$ cat config.mk
export PLATFORM = sky130hd
export DESIGN_NAME = carv_mul
export DESIGN_NICKNAME = d
export VERILOG_FILES = /design/src/rtl/comb_allpass_reverb_unit_assert.svh /design/src/rtl/carv_pkg.sv /design/src/rtl/carv_mul.sv
export SDC_FILE = /design/constraint.sdc
export NUM_CORES = 1
export LEC_CHECK = 0
export BUFFER_PORTS_ARGS = -buffer_cell sky130_fd_sc_hd__buf_2
export CORE_MARGIN = 8
export CORE_UTILIZATION = 60
export DETAILED_ROUTE_END_ITERATION = 12
export PLACE_DENSITY_LB_ADDON = 0.12
export SLEW_MARGIN = 20
export SYNTH_ARGS = -nofsm -noshare
export SYNTH_HDL_FRONTEND = slang
export SYNTH_SLANG_ARGS = --single-unit
$ cat constraint.sdc
create_clock -name clk -period 7.2 [get_ports clk]
set_input_delay 0.72 -clock clk [delete_from_list [all_inputs] [get_ports clk]]
set_output_delay 0.72 -clock clk [all_outputs]
set_load 0.02 [all_outputs]
$ cat src/rtl/comb_allpass_reverb_unit_assert.svh
// Assertion macros shared by the reverb RTL.
// Needs nothing else; define ASSERT_OFF to compile the checks away.
`ifndef COMB_ALLPASS_REVERB_UNIT_ASSERT_SVH
`define COMB_ALLPASS_REVERB_UNIT_ASSERT_SVH
`ifndef ASSERT_OFF
`define CARV_ASSERT_IMP(label, clk, rst_n, ante, cons) \
	label: assert property (@(posedge clk) disable iff (!rst_n) (ante) |-> (cons)) \
		else $error("reverb: same-cycle check failed");
`define CARV_ASSERT_NEXT(label, clk, rst_n, ante, cons) \
	label: assert property (@(posedge clk) disable iff (!rst_n) (ante) |=> (cons)) \
		else $error("reverb: next-cycle check failed");
`define CARV_ASSERT_NEVER(label, clk, rst_n, cond) \
	label: assert property (@(posedge clk) disable iff (!rst_n) !(cond)) \
		else $error("reverb: forbidden condition seen");
`else
`define CARV_ASSERT_IMP(label, clk, rst_n, ante, cons)
`define CARV_ASSERT_NEXT(label, clk, rst_n, ante, cons)
`define CARV_ASSERT_NEVER(label, clk, rst_n, cond)
`endif
`endif

$ cat src/rtl/carv_pkg.sv
// Shared widths, reset values, register codes and helpers of the reverb block.
// Used by the multiplier, the top level and the testbench.
package carv_pkg;
	localparam int DATA_W    = 16;
	localparam int COEF_W    = 15;
	localparam int DELAY_W   = 11;
	localparam int GAIN_W    = 15;
	localparam int PROD_W    = 17;
	localparam int SUM_W     = 19;
	localparam int CFG_IDX_W = 2;
	localparam int CFG_DAT_W = 15;
	localparam int DEPTH_DEF = 2048;

	localparam logic [DELAY_W-1:0] DELAY_RST  = 11'd1499;
	localparam logic [GAIN_W-1:0]  GAIN_RST   = 15'd8192;
	localparam logic               ENABLE_RST = 1'b1;

	typedef enum logic [CFG_IDX_W-1:0] {
		CFG_DELAY  = 2'd0,
		CFG_GAIN   = 2'd1,
		CFG_ENABLE = 2'd2
	} cfg_idx_t;

	// One request to the shared multiplier.
	typedef struct packed {
		logic                     en;
		logic signed [DATA_W-1:0] a;
		logic [COEF_W-1:0]        c;
	} mul_req_t;

	function automatic logic signed [DATA_W-1:0] sat16(input logic signed [SUM_W-1:0] v);
		logic signed [DATA_W-1:0] r;
		if (v > SUM_W'(32767))
			r = 16'sh7FFF;
		else if (v < -SUM_W'(32768))
			r = -16'sh8000;
		else
			r = v[DATA_W-1:0];
		return r;
	endfunction
endpackage

$ cat src/rtl/carv_mul.sv
// Shared Q1.15 by Q0.15 multiplier with round-half-up and a registered product.
// Depends on carv_pkg for widths and the request struct.
module carv_mul
	import carv_pkg::*;
(
	input  logic                     clk,
	input  mul_req_t                 req,
	output logic signed [PROD_W-1:0] prod_q
);
	logic signed [31:0] full;

	// The coefficient is unsigned, so it enters the signed product with a zero on top.
	assign full = req.a * $signed({1'b0, req.c}) + 32'sd16384;

	always_ff @(posedge clk) begin
		if (req.en)
			prod_q <= full[31:15];
	end
endmodule

==> results.cfg, run 1 <==
[setup_path]
crit_chain = buf_2 > and2_1 > fa_1 > inv_1 > fa_1 > fa_1 > inv_1 > fa_1 > fa_1 > inv_1 > fa_1 > inv_1 > ha_1 > a21oi_2 > nand4_1 > a211oi_2 > o31ai_4 > a2111oi_4 > nor3_2 > a2111oi_2 > xnor2_1
crit_family = adder cells
slowest_stage = fa_1
cpMostUsedCell = fa_1
path_class = input port to flip-flop
crit_fanout = 16
startpoint_type = input port
cp_data_required_time_ps = 7200
slowest_delay_ps = 540
arrival_ps = 6570
end_kind = flip-flop
path_buf_inv = 5

[floorplanning]
rows = 46
start_util = 0.614
die_area_mm2 = 0.0207
die_width_um = 144
io_pins = 50
core-area_mm2 = 0.0159
die_h_um = 144

[final_layout]
largest_register_ffs = 17
nets = 1430
final_layout_size_suffix_gt1_frac = 0.0596
multi_input_area_mm2 = 0.00803
top_regs = prod_q x17
syn2layout_area_growth_pct = 4.92
stdcell_count = 1273
diodes = 0
n_fill_cell = 1400
regMostFlops = prod_q
regArea_um2 = 510

[yosys]
synth_area_leader_cell = fa_1
yosysUniqueCellTypes = 38
synth_area_mm2 = 0.00979
ys_warn_count = 0
synth-seq-cells = 17
yosys-top-cells-area = fa_1 50%, ha_1 12%, inv_1 12%
syn-instance-count = 1035
yosysSeqAreaShare = 0.0521
synth.top_cell.area_share = 0.501
avgSynthCellArea_um2 = 9.46
syn_nets = 1407

[sta]
setup_violations = 0
finalCritPeriodShare = 0.913
max_freq_mhz = 152
finalSetupTns_ps = 0
hold_slack_ps = 923
finalCriticalPeriod_ps = 6570
timing.final.hold_violations = 0
rsz0062_at_grt = no
slew-limit-headroom = 0.583
worst_slew_pin_slew_ps = 625
slew_viol_final = 0

[route]
drc = 0
drt-total-wl_um = 20700
drtPass1Iterations = 5
viasPerCell = 5.19
ant_nets = 0
vias = 6612
wl_per_cell_um = 16.3
drtIter0Drc = 332

[status]
status = completed

[cts]
cts_root_buf = clkbuf_16
cts_hold_buf = 0
clock-sinks = 17
cts_tree = built
clk_pin_slew_ps = 60
htree_levels = 1
cts-buffers-inserted = 3
post_cts.resized_instances = 0
ctsLongestPathBuffers = 2
post-cts-setup-buffer-count = 0

[min_path]
holdCritStartpoint = req[31]
min_to = prod_q[1]
hold_path.class = input port to flip-flop
hold_depth = 1

[global_routing]
grt_pass1_wl_um = 36400
track_usage = 0.226
grt_max_degree = 18
grt_pass1_vias = 7369
globalRoute.totalOverflow = 0
antenna_found_initial = 0

[placed_design]
placedCellCount = 1269
dp_hpwl_um = 18000
routabilityCongestion = 0.882
numPortBuffers = 49

[run]
maxCapViolations = 0
-- kinds of logic (layout without fill, tap and decap cells) --
logic type               after synthesis  in the layout  synth area share
XOR/XNOR                              22             22            0.0197
AND/OR/NAND/NOR                      279            279             0.143
buffers and inverters                333            355             0.128
flip-flops                            17             17            0.0521
AO/OA/AOI/OAI                         45             45            0.0363
adder cells (fa/ha/maj)              339            339             0.621
-- metal layers --
layer | share of wire | routed length, um | up-vias | global-route usage
li1 | - | - | 3028 | -
met1 | 0.41 | 8470 | 3413 | 0.282
met2 | 0.53 | 11000 | 141 | 0.413
met3 | 0.037 | 777 | 30 | 0.0246
met4 | 0.024 | 495 | 0 | 0.0504
met5 | 0 | 0 | - | 0
-- synth_stat cells --
cell type  instances
nand3_1            7
a21oi_4            1
o21ai_1            2
nor3_2             1
nand2_1          122
o21a_1             1
nor2_1            13
o21ai_0            6
o22a_1             1
a21oi_1           16
o31a_1             1
o31ai_2            1
a311o_1            1
a2111oi_4          1
a21o_1             3
a211oi_1           2
and3_1             2
a2111oi_2          1
o22ai_1            1
and2_4             1
fa_1             245
a211o_1            1
a21oi_2            1
ha_1              94
o31ai_4            1
inv_1            302
xor2_1             7
nand4_1            5
and2_1           126
nor3_1             1
o41ai_1            1
edfxtp_1          17
clkbuf_1          31
nor2b_1            1
o41ai_2            1
a211oi_2           1
o221ai_1           1
xnor2_1           15
-- stage by stage --
stage / util / cell area [um2] / setup slack, ps
CTS: 0.644 / 10300 / 610
floorplan: - / 9790 / 765
detailed placement: 0.639 / 10200 / 345
global placement: 0.639 / 10200 / 468
finish: 0.644 / 10300 / 627
global route: 0.644 / 10300 / 299
-- area by class of cell --
cell class,count,area share
inverter,302,0.110
multi-input combinational,685,0.782
sequential,17,0.0497
clock inverter,1,0.000731
tap,216,0.0263
timing repair buffer,49,0.0239
clock buffer,3,0.00731
-- cell usage in the layout (no fill, tap or decap), drive strengths merged --
cell | synthesis | layout
inv | 302 | 302
fa | 245 | 245
and2 | 127 | 127
nand2 | 122 | 122
ha | 94 | 94
buf | 0 | 49
a21oi | 18 | 18
edfxtp | 17 | 17
xnor2 | 15 | 15
nor2 | 13 | 13
o21ai | 8 | 8
nand3 | 7 | 7
xor2 | 7 | 7
nand4 | 5 | 5
a21o | 3 | 3
clkbuf | 31 | 3
a211oi | 3 | 3
and3 | 2 | 2
o41ai | 2 | 2
o31ai | 2 | 2
a2111oi | 2 | 2
nor3 | 2 | 2
o221ai | 1 | 1
a311o | 1 | 1
o22a | 1 | 1
o22ai | 1 | 1
a211o | 1 | 1
o21a | 1 | 1
nor2b | 1 | 1
o31a | 1 | 1
clkinvlp | 0 | 1
-- worst max-delay path by stage --
stage           start          to  cells past startpoint
6_report       req[2]  prod_q[16]                     21
5_1_grt        req[1]  prod_q[16]                     19
4_1_cts        req[2]  prod_q[16]                     21
3_5_place_dp   req[2]  prod_q[16]                     21
3_3_place_gp   req[1]  prod_q[16]                     19
2_1_floorplan  req[1]  prod_q[16]                     19
Power of run 1 is left out: the tool's default activity adds up to more than one toggle a clock period on the data nets, which glitch-free logic cannot reach.
==> run 2: changes to the inputs <==
Settings changed: CTS_BUF_LIST set to sky130_fd_sc_hd__clkbuf_2.
==> results.cfg, run 2 (synthesis results as in run 1) <==
[global_routing]
grt_pass1_wl_um = 36300
globalRoute.totalOverflow = 0
grt_pass1_vias = 7371
track_usage = 0.226
antenna_found_initial = 0
grt_max_degree = 18

[final_layout]
largest_register_ffs = 17
mostFrequentLayoutCells = 302 x inv_1, 245 x fa_1, 126 x and2_1, 122 x nand2_1, 94 x ha_1
top_regs = prod_q x17
mostFrequentLayoutCell = inv_1
syn2layout_area_growth_pct = 4.31
final_layout_size_suffix_gt1_frac = 0.0596
diodes = 0
nets = 1430
regMostFlops = prod_q

[min_path]
min_to = prod_q[6]
hold_path.class = input port to flip-flop
holdCritStartpoint = req[31]
hold_depth = 1

[floorplanning]
die_width_um = 144
die_area_mm2 = 0.0207
start_util = 0.614
rows = 46
io_pins = 50
die_h_um = 144
core-area_mm2 = 0.0159

[placed_design]
routabilityCongestion = 0.882
numPortBuffers = 49
dp_hpwl_um = 18000

[route]
drc = 0
drt-total-wl_um = 20800
wl_per_cell_um = 16.4
vias = 6617
drtIter0Drc = 310
drtPass1Iterations = 4
viasPerCell = 5.20
ant_nets = 0

[setup_path]
startpoint = req[2]
path_class = input port to flip-flop
startpoint_type = input port
cp_data_required_time_ps = 7330
arrival_ps = 6590
end_kind = flip-flop
crit_fanout = 16

[sta]
finalSetupTns_ps = 0
max_freq_mhz = 155
finalCriticalPeriod_ps = 6470
rsz0062_at_grt = no
worst_slew_pin_slew_ps = 618
finalCritPeriodShare = 0.898
slew-limit-headroom = 0.588
setup_violations = 0
slew_viol_final = 0
timing.final.hold_violations = 0

[cts]
ctsLongestPathBuffers = 2
clk_pin_slew_ps = 190
cts_tree = built
cts_root_buf = clkbuf_2
clock-sinks = 17
post-cts-setup-buffer-count = 0
cts-buffers-inserted = 3
post_cts.resized_instances = 0
htree_levels = 1
cts_hold_buf = 0

[status]
status = completed

[run]
maxCapViolations = 0
-- run 2: changes by cell type in the layout (fill, tap and decap cells not counted) --
cell,change
clkbuf_16,-3
clkbuf_2,+3
-- run 2: cell type report --
type / instances / area [um2]
timing repair buffer: 49 / 245
fill: 1405 / 5730
multi-input combinational: 685 / 8030
tap: 216 / 270
sequential: 17 / 510
clock inverter: 1 / 7.51
inverter: 302 / 1130
clock buffer: 3 / 15.0
-- run 2: worst max-delay path: stages --
cell and delay (ps):
buf_2 190, and2_1 210, fa_1 530, inv_1 60, fa_1 500, fa_1 540
inv_1 60, fa_1 490, fa_1 490, inv_1 50, fa_1 470, inv_1 40
ha_1 350, a21oi_2 220, nand4_1 130, a211oi_2 340, o31ai_4 180, a2111oi_4 480
nor3_2 100, a2111oi_2 340, xnor2_1 100
-- run 2: worst max path at each step --
stage / to / slack (ps) / cells after the start
floorplan: prod_q[16] / 760 / 19
global placement: prod_q[16] / 470 / 19
detailed placement: prod_q[16] / 350 / 21
CTS: prod_q[16] / 750 / 21
global route: prod_q[16] / 470 / 19
finish: prod_q[16] / 730 / 21
-- run 2: metrics by stage --
stage | util | worst slack [ps] | hold WS (ps) | area, um2 | cells
6_report | 0.641 | 732 | 815 | 10200 | 1273
5_1_grt | 0.641 | 470 | 791 | 10200 | 1273
4_1_cts | 0.641 | 753 | 803 | 10200 | 1273
3_5_place_dp | 0.639 | 345 | 1170 | 10200 | 1269
3_3_place_gp | 0.639 | 468 | 1170 | 10200 | 1269
2_1_floorplan | - | 765 | 832 | 9790 | 1035
-- run 2: routing by layer --
metal  routed length (um)  GRT usage  up-vias
met5                    0          0        -
li1                     -          -     3026
met1                 8630      0.282     3438
met2                11000      0.413      123
met3                  656     0.0216       30
met4                  499     0.0515        0
Power of run 2 is left out for the same reason.
==> run 3: changes to the inputs <==
Settings changed: CAP_MARGIN set to 10, CELL_PAD_IN_SITES_DETAIL_PLACEMENT set to 1, CELL_PAD_IN_SITES_GLOBAL_PLACEMENT set to 2, CORE_UTILIZATION 60 to 42.
==> results.cfg, run 3 (synthesis results as in run 1) <==
[status]
status = completed

[cts]
ctsLongestPathBuffers = 2
post_cts.resized_instances = 0
cts_root_buf = clkbuf_2
cts_tree = built
cts-buffers-inserted = 3
clock-sinks = 17
post-cts-setup-buffer-count = 0
htree_levels = 1
clk_pin_slew_ps = 210
cts_hold_buf = 0

[route]
wl_per_cell_um = 17.4
drtPass1Iterations = 4
viasPerCell = 4.72
drt-total-wl_um = 24100
drtIter0Drc = 239
vias = 6526
drc = 0
ant_nets = 0

[sta]
finalCriticalPeriod_ps = 6470
slew-limit-headroom = 0.547
finalSetupTns_ps = 0
slew_viol_final = 0
rsz0062_at_grt = no
timing.final.hold_violations = 0
worst_slew_pin_slew_ps = 679
max_freq_mhz = 155
finalCritPeriodShare = 0.898
setup_violations = 0

[final_layout]
largest_register_ffs = 17
final_layout_size_suffix_gt1_frac = 0.0667
top_regs = prod_q x17
nets = 1438
diodes = 0
syn2layout_area_growth_pct = 6.23
mostFrequentLayoutCell = inv_1
regMostFlops = prod_q
mostFrequentLayoutCells = 302 x inv_1, 245 x fa_1, 126 x and2_1, 122 x nand2_1, 94 x ha_1

[min_path]
min_to = prod_q[6]
holdCritStartpoint = req[31]
hold_path.class = input port to flip-flop
hold_depth = 1

[setup_path]
crit_fanout = 16
cp_data_required_time_ps = 7320
end_kind = flip-flop
path_class = input port to flip-flop
arrival_ps = 6590
startpoint_type = input port

[global_routing]
track_usage = 0.188
grt_pass1_vias = 7972
grt_pass1_wl_um = 42200
antenna_found_initial = 0
grt_max_degree = 18
globalRoute.totalOverflow = 0

[floorplanning]
die_area_mm2 = 0.0285
die_width_um = 169
start_util = 0.422
io_pins = 50
core-area_mm2 = 0.0232
die_h_um = 169
rows = 56

[placed_design]
dp_hpwl_um = 21500
routabilityCongestion = 0.775
numPortBuffers = 49

[run]
maxCapViolations = 0
run 3: cell type report:
class,instances,area [um2]
Clock inverter,1,7.51
Sequential cell,17,510
Clock buffer,3,15.0
Timing Repair Buffer,57,305
Fill cell,2698,12800
Inverter,302,1130
Tap cell,319,399
Multi-Input combinational cell,685,8030
run 3: how the worst max path moves through the flow:
stage | from | to | slack [ps] | depth (start not counted)
2_1_floorplan | req[1] | prod_q[16] | 760 | 19
4_1_cts | req[1] | prod_q[16] | 690 | 19
6_report | req[1] | prod_q[16] | 730 | 19
3_3_place_gp | req[1] | prod_q[16] | 370 | 19
5_1_grt | req[1] | prod_q[16] | 390 | 19
3_5_place_dp | req[1] | prod_q[16] | 260 | 19
run 3: metrics by stage:
step	area, um2	util	std cells	setup WS (ps)	hold slack, ps
2_1_floorplan	9790	-	1035	765	832
3_3_place_gp	10400	0.448	1380	366	1170
3_5_place_dp	10400	0.448	1380	261	1170
4_1_cts	10400	0.449	1384	689	807
5_1_grt	10400	0.449	1384	394	799
6_report	10400	0.449	1384	735	828
run 3: critical path: stages:
cell	delay (ps)
buf_2	260
nand2_1	190
fa_1	610
fa_1	610
inv_1	300
fa_1	500
fa_1	510
fa_1	490
inv_1	50
fa_1	470
inv_1	40
ha_1	340
a21o_1	180
a21oi_1	130
o21ai_0	190
a2111oi_4	460
nor3_2	100
a2111oi_2	320
xnor2_1	100
run 3: layer usage:
layer / up-vias / routed length, um / global-route usage
met5: - / 0 / 0
met4: 0 / 150 / 0.0128
met3: 6 / 392 / 0.0154
met2: 43 / 13500 / 0.371
met1: 3443 / 10000 / 0.226
li1: 3034 / - / -
Power of run 3 is left out for the same reason.
